--- config.mk ---
export PLATFORM = sky130hd
export DESIGN_NAME = rct_engine
export DESIGN_NICKNAME = d
export VERILOG_FILES = /design/src/rtl/core/rct_pkg.sv /design/src/rtl/core/rct_engine.sv
export SDC_FILE = /design/constraint.sdc
export NUM_CORES = 1
export LEC_CHECK = 0
export CORE_MARGIN = 3
export CORE_UTILIZATION = 30
export CTS_BUF_LIST = sky130_fd_sc_hd__clkbuf_4 sky130_fd_sc_hd__clkbuf_8
export DETAILED_ROUTE_END_ITERATION = 7
export DONT_BUFFER_PORTS = 1
export GPL_ROUTABILITY_DRIVEN = 0
export PLACE_DENSITY = 0.47
export SYNTH_ARGS = -nofsm -noshare
export SYNTH_HDL_FRONTEND = slang
export SYNTH_SLANG_ARGS = --single-unit
--- constraint.sdc ---
create_clock -name clk -period 3.6 [get_ports clk]
set_input_delay 0.72 -clock clk [delete_from_list [all_inputs] [get_ports clk]]
set_output_delay 0.72 -clock clk [all_outputs]
set_load 0.005 [all_outputs]
--- src/rtl/core/rct_pkg.sv ---
// Shared types, codes and defaults for the reference-counted corner table.
package rct_pkg;

    localparam int DEFAULT_TABLE_DEPTH = 256;
    localparam int DEFAULT_COUNT_BITS  = 16;

    localparam logic [7:0] FRAME_WIDTH_RESET = 8'd4;

    localparam logic [1:0] CMD_ACQUIRE = 2'd0;
    localparam logic [1:0] CMD_RELEASE = 2'd1;
    localparam logic [1:0] CMD_CLEAR   = 2'd2;

    localparam logic [2:0] ST_NEW         = 3'd0;
    localparam logic [2:0] ST_SHARED      = 3'd1;
    localparam logic [2:0] ST_DECREMENTED = 3'd2;
    localparam logic [2:0] ST_FREED       = 3'd3;
    localparam logic [2:0] ST_IGNORED     = 3'd4;
    localparam logic [2:0] ST_FULL        = 3'd5;
    localparam logic [2:0] ST_CLEARED     = 3'd6;

    typedef struct packed {
        logic        live;
        logic [16:0] x;
        logic [15:0] level;
        logic [16:0] z;
    } key_t;

    typedef struct packed {
        logic [8:0]  entry_id;
        logic [2:0]  status;
        logic [15:0] ref_count;
        logic [8:0]  live_count;
    } result_t;

endpackage

--- src/rtl/core/rct_engine.sv ---
// Command sequencer: scans, allocates, releases and clears entries in the entry memory.
module rct_engine
    import rct_pkg::*;
#(
    parameter int TABLE_DEPTH = DEFAULT_TABLE_DEPTH,
    parameter int COUNT_BITS  = DEFAULT_COUNT_BITS,
    parameter int SLOT_BITS   = $clog2(TABLE_DEPTH)
)
(
    input  logic                  clk,
    input  logic                  rst_n,
    input  logic                  start,
    output logic                  busy,
    input  logic [1:0]            cmd,
    input  key_t                  corner,
    input  logic [15:0]           release_id,
    output logic                  done,
    output result_t               result,
    output logic                  mem_rd_en,
    output logic [SLOT_BITS-1:0]  mem_rd_addr,
    input  key_t                  mem_rd_key,
    input  logic [COUNT_BITS-1:0] mem_rd_count,
    output logic                  mem_wr_en,
    output logic [SLOT_BITS-1:0]  mem_wr_addr,
    output key_t                  mem_wr_key,
    output logic [COUNT_BITS-1:0] mem_wr_count
);

    localparam int NSW = SLOT_BITS + 1;

    localparam logic [1:0] S_IDLE  = 2'd0;
    localparam logic [1:0] S_SCAN  = 2'd1;
    localparam logic [1:0] S_ALLOC = 2'd2;
    localparam logic [1:0] S_REL   = 2'd3;

    logic [1:0]           state_reg, state_next;
    key_t                 key_reg, key_next;
    logic [SLOT_BITS-1:0] slot_reg, slot_next;
    logic [NSW-1:0]       next_slot_reg, next_slot_next;
    logic [NSW-1:0]       live_total_reg, live_total_next;
    logic                 done_reg, done_next;
    result_t              result_reg, result_next;

    logic [NSW-1:0]        slot_plus1;
    logic [15:0]           id_minus1;
    logic                  id_valid;
    logic                  key_hit;
    logic [COUNT_BITS-1:0] count_inc;
    logic [COUNT_BITS-1:0] count_dec;

    assign slot_plus1 = NSW'(slot_reg) + NSW'(1);
    assign id_minus1  = release_id - 16'd1;
    assign id_valid   = (release_id != 16'd0) && (32'(release_id) <= 32'(next_slot_reg));
    assign key_hit    = (mem_rd_key == key_reg);
    assign count_inc  = (mem_rd_count == '1) ? mem_rd_count : mem_rd_count + COUNT_BITS'(1);
    assign count_dec  = mem_rd_count - COUNT_BITS'(1);

    always_comb
    begin
        state_next      = state_reg;
        key_next        = key_reg;
        slot_next       = slot_reg;
        next_slot_next  = next_slot_reg;
        live_total_next = live_total_reg;
        done_next       = 1'b0;
        result_next     = result_reg;
        mem_rd_en       = 1'b0;
        mem_rd_addr     = slot_reg;
        mem_wr_en       = 1'b0;
        mem_wr_addr     = slot_reg;
        mem_wr_key      = mem_rd_key;
        mem_wr_count    = mem_rd_count;

        case (state_reg)
            S_IDLE:
            begin
                if (start)
                begin
                    case (cmd)
                        CMD_ACQUIRE:
                        begin
                            key_next      = corner;
                            key_next.live = 1'b1;
                            if (next_slot_reg != '0)
                            begin
                                mem_rd_en   = 1'b1;
                                mem_rd_addr = '0;
                                slot_next   = '0;
                                state_next  = S_SCAN;
                            end
                            else
                            begin
                                state_next = S_ALLOC;
                            end
                        end
                        CMD_RELEASE:
                        begin
                            if (id_valid)
                            begin
                                mem_rd_en   = 1'b1;
                                mem_rd_addr = SLOT_BITS'(id_minus1);
                                slot_next   = SLOT_BITS'(id_minus1);
                                state_next  = S_REL;
                            end
                            else
                            begin
                                done_next   = 1'b1;
                                result_next = '{9'd0, ST_IGNORED, 16'd0, 9'(live_total_reg)};
                            end
                        end
                        CMD_CLEAR:
                        begin
                            next_slot_next  = '0;
                            live_total_next = '0;
                            done_next       = 1'b1;
                            result_next     = '{9'd0, ST_CLEARED, 16'd0, 9'd0};
                        end
                        default:
                        begin
                            done_next   = 1'b1;
                            result_next = '{9'd0, ST_IGNORED, 16'd0, 9'(live_total_reg)};
                        end
                    endcase
                end
            end
            S_SCAN:
            begin
                if (key_hit)
                begin
                    mem_wr_en    = 1'b1;
                    mem_wr_count = count_inc;
                    done_next    = 1'b1;
                    result_next  = '{9'(slot_plus1), ST_SHARED, 16'(count_inc),
                                     9'(live_total_reg)};
                    state_next   = S_IDLE;
                end
                else if (slot_plus1 < next_slot_reg)
                begin
                    mem_rd_en   = 1'b1;
                    mem_rd_addr = slot_plus1[SLOT_BITS-1:0];
                    slot_next   = slot_plus1[SLOT_BITS-1:0];
                end
                else
                begin
                    state_next = S_ALLOC;
                end
            end
            S_ALLOC:
            begin
                done_next  = 1'b1;
                state_next = S_IDLE;
                if (next_slot_reg == NSW'(TABLE_DEPTH))
                begin
                    result_next = '{9'd0, ST_FULL, 16'd0, 9'(live_total_reg)};
                end
                else
                begin
                    mem_wr_en       = 1'b1;
                    mem_wr_addr     = next_slot_reg[SLOT_BITS-1:0];
                    mem_wr_key      = key_reg;
                    mem_wr_count    = COUNT_BITS'(1);
                    next_slot_next  = next_slot_reg + NSW'(1);
                    live_total_next = live_total_reg + NSW'(1);
                    result_next     = '{9'(next_slot_reg + NSW'(1)), ST_NEW, 16'd1,
                                        9'(live_total_reg + NSW'(1))};
                end
            end
            S_REL:
            begin
                done_next  = 1'b1;
                state_next = S_IDLE;
                if (!mem_rd_key.live)
                begin
                    result_next = '{9'd0, ST_IGNORED, 16'd0, 9'(live_total_reg)};
                end
                else if (mem_rd_count > COUNT_BITS'(1))
                begin
                    mem_wr_en    = 1'b1;
                    mem_wr_count = count_dec;
                    result_next  = '{9'(slot_plus1), ST_DECREMENTED, 16'(count_dec),
                                     9'(live_total_reg)};
                end
                else
                begin
                    mem_wr_en       = 1'b1;
                    mem_wr_key.live = 1'b0;
                    mem_wr_count    = '0;
                    live_total_next = live_total_reg - NSW'(1);
                    result_next     = '{9'(slot_plus1), ST_FREED, 16'd0,
                                        9'(live_total_reg - NSW'(1))};
                end
            end
            default:
            begin
                state_next = S_IDLE;
            end
        endcase
    end

    always_ff @(posedge clk or negedge rst_n)
    begin
        if (!rst_n)
        begin
            state_reg      <= S_IDLE;
            next_slot_reg  <= '0;
            live_total_reg <= '0;
            done_reg       <= 1'b0;
        end
        else
        begin
            state_reg      <= state_next;
            next_slot_reg  <= next_slot_next;
            live_total_reg <= live_total_next;
            done_reg       <= done_next;
        end
    end

    always_ff @(posedge clk)
    begin
        key_reg    <= key_next;
        slot_reg   <= slot_next;
        result_reg <= result_next;
    end

    assign busy   = (state_reg != S_IDLE);
    assign done   = done_reg;
    assign result = result_reg;

`ifndef SYNTHESIS
    a_live_within_used: assert property (@(posedge clk) disable iff (!rst_n)
        live_total_reg <= next_slot_reg)
        else $error("live entry total exceeds allocated slots");

    a_used_within_depth: assert property (@(posedge clk) disable iff (!rst_n)
        next_slot_reg <= NSW'(TABLE_DEPTH))
        else $error("allocated slot count exceeds table depth");

    a_done_when_idle: assert property (@(posedge clk) disable iff (!rst_n)
        done_reg |-> state_reg == S_IDLE)
        else $error("result beat while a command is still in progress");

    a_clear_result: assert property (@(posedge clk) disable iff (!rst_n)
        (start && !busy && cmd == CMD_CLEAR) |=>
            (done_reg && result_reg.status == ST_CLEARED && next_slot_reg == '0))
        else $error("clear command did not empty the table in one cycle");

    a_write_in_range: assert property (@(posedge clk) disable iff (!rst_n)
        mem_wr_en |-> NSW'(mem_wr_addr) <= next_slot_reg)
        else $error("entry write beyond the allocated slots");
`endif

endmodule

==> metrics <==
status=finished with violations; violated checks=negative setup slack; Sw Share=0.433; CP max-delay cell=or4_1; mean post-synth cell area=8.49 sq um; CTS tree=done; Synth area leaders=edfxtp_1 31%, nand2_1 9.3%, dfrtp_1 6.3%, xnor2_1 5.5%, ha_1 3.9%; Setup crit end kind=output port; Post-synth EDFFs=87; Setup Skew=0.0255 ns; die area=0.0299 sq mm; Starting Density=0.307; remaining antenna violation count=0; Vias/cell=5.31; total power=7.05 mW; asr flop ratio synth=0.181; Hold Path Class=primary input to async pin; top_reg_cell synth=edfxtp_1; Clock Tree Buf Depth=2; NetSw=3.05 mW; Worst Setup Start Kind=flop; die height=173 microns; Buf/Inv on CP=1; Final #Nets=1228; via count=7691; initial antenna violation count=1; CTS H-tree depth=4; placed wire-length estimate=23700 microns; top-area cell type share of the netlist area=0.313; internal power=4.00 mW; Routed Wire Length=31100 microns; YS warnings=0; Final period util=1.11; largest net degree at the start of global routing=51; Distinct cells, synth=80; total track usage=0.200; synthesized flop and latch total=116; Pre-antenna DRT Iters=5; final hold vios=0; 1st-iter DRT viols=472; first-pass GRT wire length=46500 microns; Synth Net Count=1148; drt wl/cell=21.4 microns; P&R area growth vs syn=24.1%; num rows=60; grt ovf=0; kind of critical path=flop to output port; cell area after synthesis=0.00834 sq mm; Worst path most repeated cell=ha_4; fmax=251 MHz; Worst EP arrival=3.26 ns; clock network power share=0.182; CTS Sinks=116; top post-synthesis cells by count=206 x nand2_1, 87 x edfxtp_1, 73 x nor2_1, 64 x o21ai_0, 52 x xnor2_1; maximum fanout along the worst path=4; Clock Latency Late Sink=0.45 ns; Tmin final=3.98 ns; Die X=173 microns; TritonCTS buffer count=17; root buffer cell=clkbuf_8; most frequent cell after synthesis=nand2_1; vias in the first global route=7665; area leader, netlist=edfxtp_1; Worst Tran Pin Value=0.879 ns; Critical Path RT=2.88 ns; part of the power in registers=0.307; max-cap viol count=0; pwr dens=681 mW/mm^2; Pins Over Slew Limit=0; Cells after Synth=983; VDD IR-drop max=0.000230 V; CP top delay family=compound AO/OA/AOI/OAI gates; Combinational Power Share=0.511; share of cells above drive strength 1=0.217; worst-path cell chain=ha_4, nand3_4, xnor2_2, inv_1, ha_4, a21o_1, a2111oi_4, a21oi_2, or2_4, or4_1, mux2_4, o211ai_1; core area=0.0272 sq mm; PortBufs=0; Leak=4.05 nW; n_diodes=0; RSZ-0062 raised after global routing=true; final setup vio count=10; flip-flop count of the largest register after layout=50; fin util=0.381; flop-to-flop setup slack=0.65 ns; Slew headroom=0.411; setup ws final=-0.382 ns; # IOs=263; sequential area share after synthesis=0.395; clock-pin slew on the worst setup and hold paths=0.11 ns; slowest stage delay, CP=0.41 ns; drt drc=0
==> repair_timing <==
item	in CTS	in global routing
setup buffers	10	13
pin swaps	26	31
hold buffers	1	0
resized for setup	37	73
setup endpoints to repair	26	38
endpoints found under the hold margin	21	0
==> layer usage <==
metal	vias up	part of all wire	GRT usage
met3	47	0.082	0.0696
met5	-	0.00042	0
met4	2	0.025	0.0757
li1	3684	-	-
met1	3652	0.42	0.242
met2	306	0.47	0.328
==> cells in the final DEF (no fill, tap or decap), types with 8 or more instances in the layout <==
master	instances
dfrtp_1	20
inv_1	33
nor3_1	16
ha_1	22
o21a_1	10
nor4_1	9
buf_4	92
a21o_1	8
nand2_1	201
a21oi_2	8
nand2b_1	22
o21ai_0	60
nand3_1	20
nand4_1	18
buf_6	16
nor2_1	69
and3_1	19
clkbuf_8	17
xor2_1	23
edfxtp_1	87
a21oi_1	38
xnor2_1	49
==> cell families (layout without fill, tap and decap cells) <==
kind of cell / after synthesis / count (layout) / share of synthesized area
buffers and inverters: 95 / 188 / 0.0466
AOI/OAI and AO/OA: 228 / 228 / 0.182
adders and majority gates: 26 / 26 / 0.0390
and+or+nand+nor: 439 / 439 / 0.253
DFF: 116 / 116 / 0.395
xor gates and xnor gates: 75 / 75 / 0.0787
muxes: 4 / 4 / 0.00495
==> through the flow <==
step	hold WS, ns	instances	instance area, sq um	TNS, ns	setup WS, ns
floorplan	0.424	983	8360	0	0.00135
global placement	0.425	1392	9320	-0.247	-0.126
detailed placement	0.425	1392	9320	-0.291	-0.134
CTS	0.0280	1435	9960	-2.31	-0.407
global route	0.0307	1448	10400	-4.65	-0.553
finish	0.0675	1448	10400	-2.04	-0.382
==> power groups by stage <==
| stage | sequential [mW] | clock (mW) | combinational (mW) |
|---|---|---|---|
| detailed placement | 2.18 | 0 | 3.10 |
| finish | 2.17 | 1.29 | 3.60 |
| CTS | 2.16 | 1.34 | 3.32 |
| floorplan | 2.06 | 0 | 1.94 |
| global placement | 2.18 | 0 | 3.09 |
| global route | 2.21 | 1.38 | 3.96 |
==> area by class of cell <==
type	count	area, sq um
fillers	2828	16800
multi-input cells	772	5020
flip-flops and latches	116	3310
repair buffers	115	1010
well taps	372	465
clock buffers	17	234
inverters	41	161
clock inverters	15	156
==> final timing paths <==
| kind | from | to | depth (start not counted) |
|---|---|---|---|
| worst max-delay path | slot_reg[0] | mem_rd_addr[5] | 12 |
| worst min-delay path | rst_n | live_total_reg[4] | 1 |
| worst max register to register | slot_reg[0] | slot_reg[5] | 12 |
| worst min register to register | next_slot_reg[8] | next_slot_reg[8] | 1 |
| max in group asynchronous | rst_n | next_slot_reg[8] | 1 |
| min in group clk | corner[8] | key_reg[8] | 0 |
No activity file was read; power rests on OpenSTA's default activity.
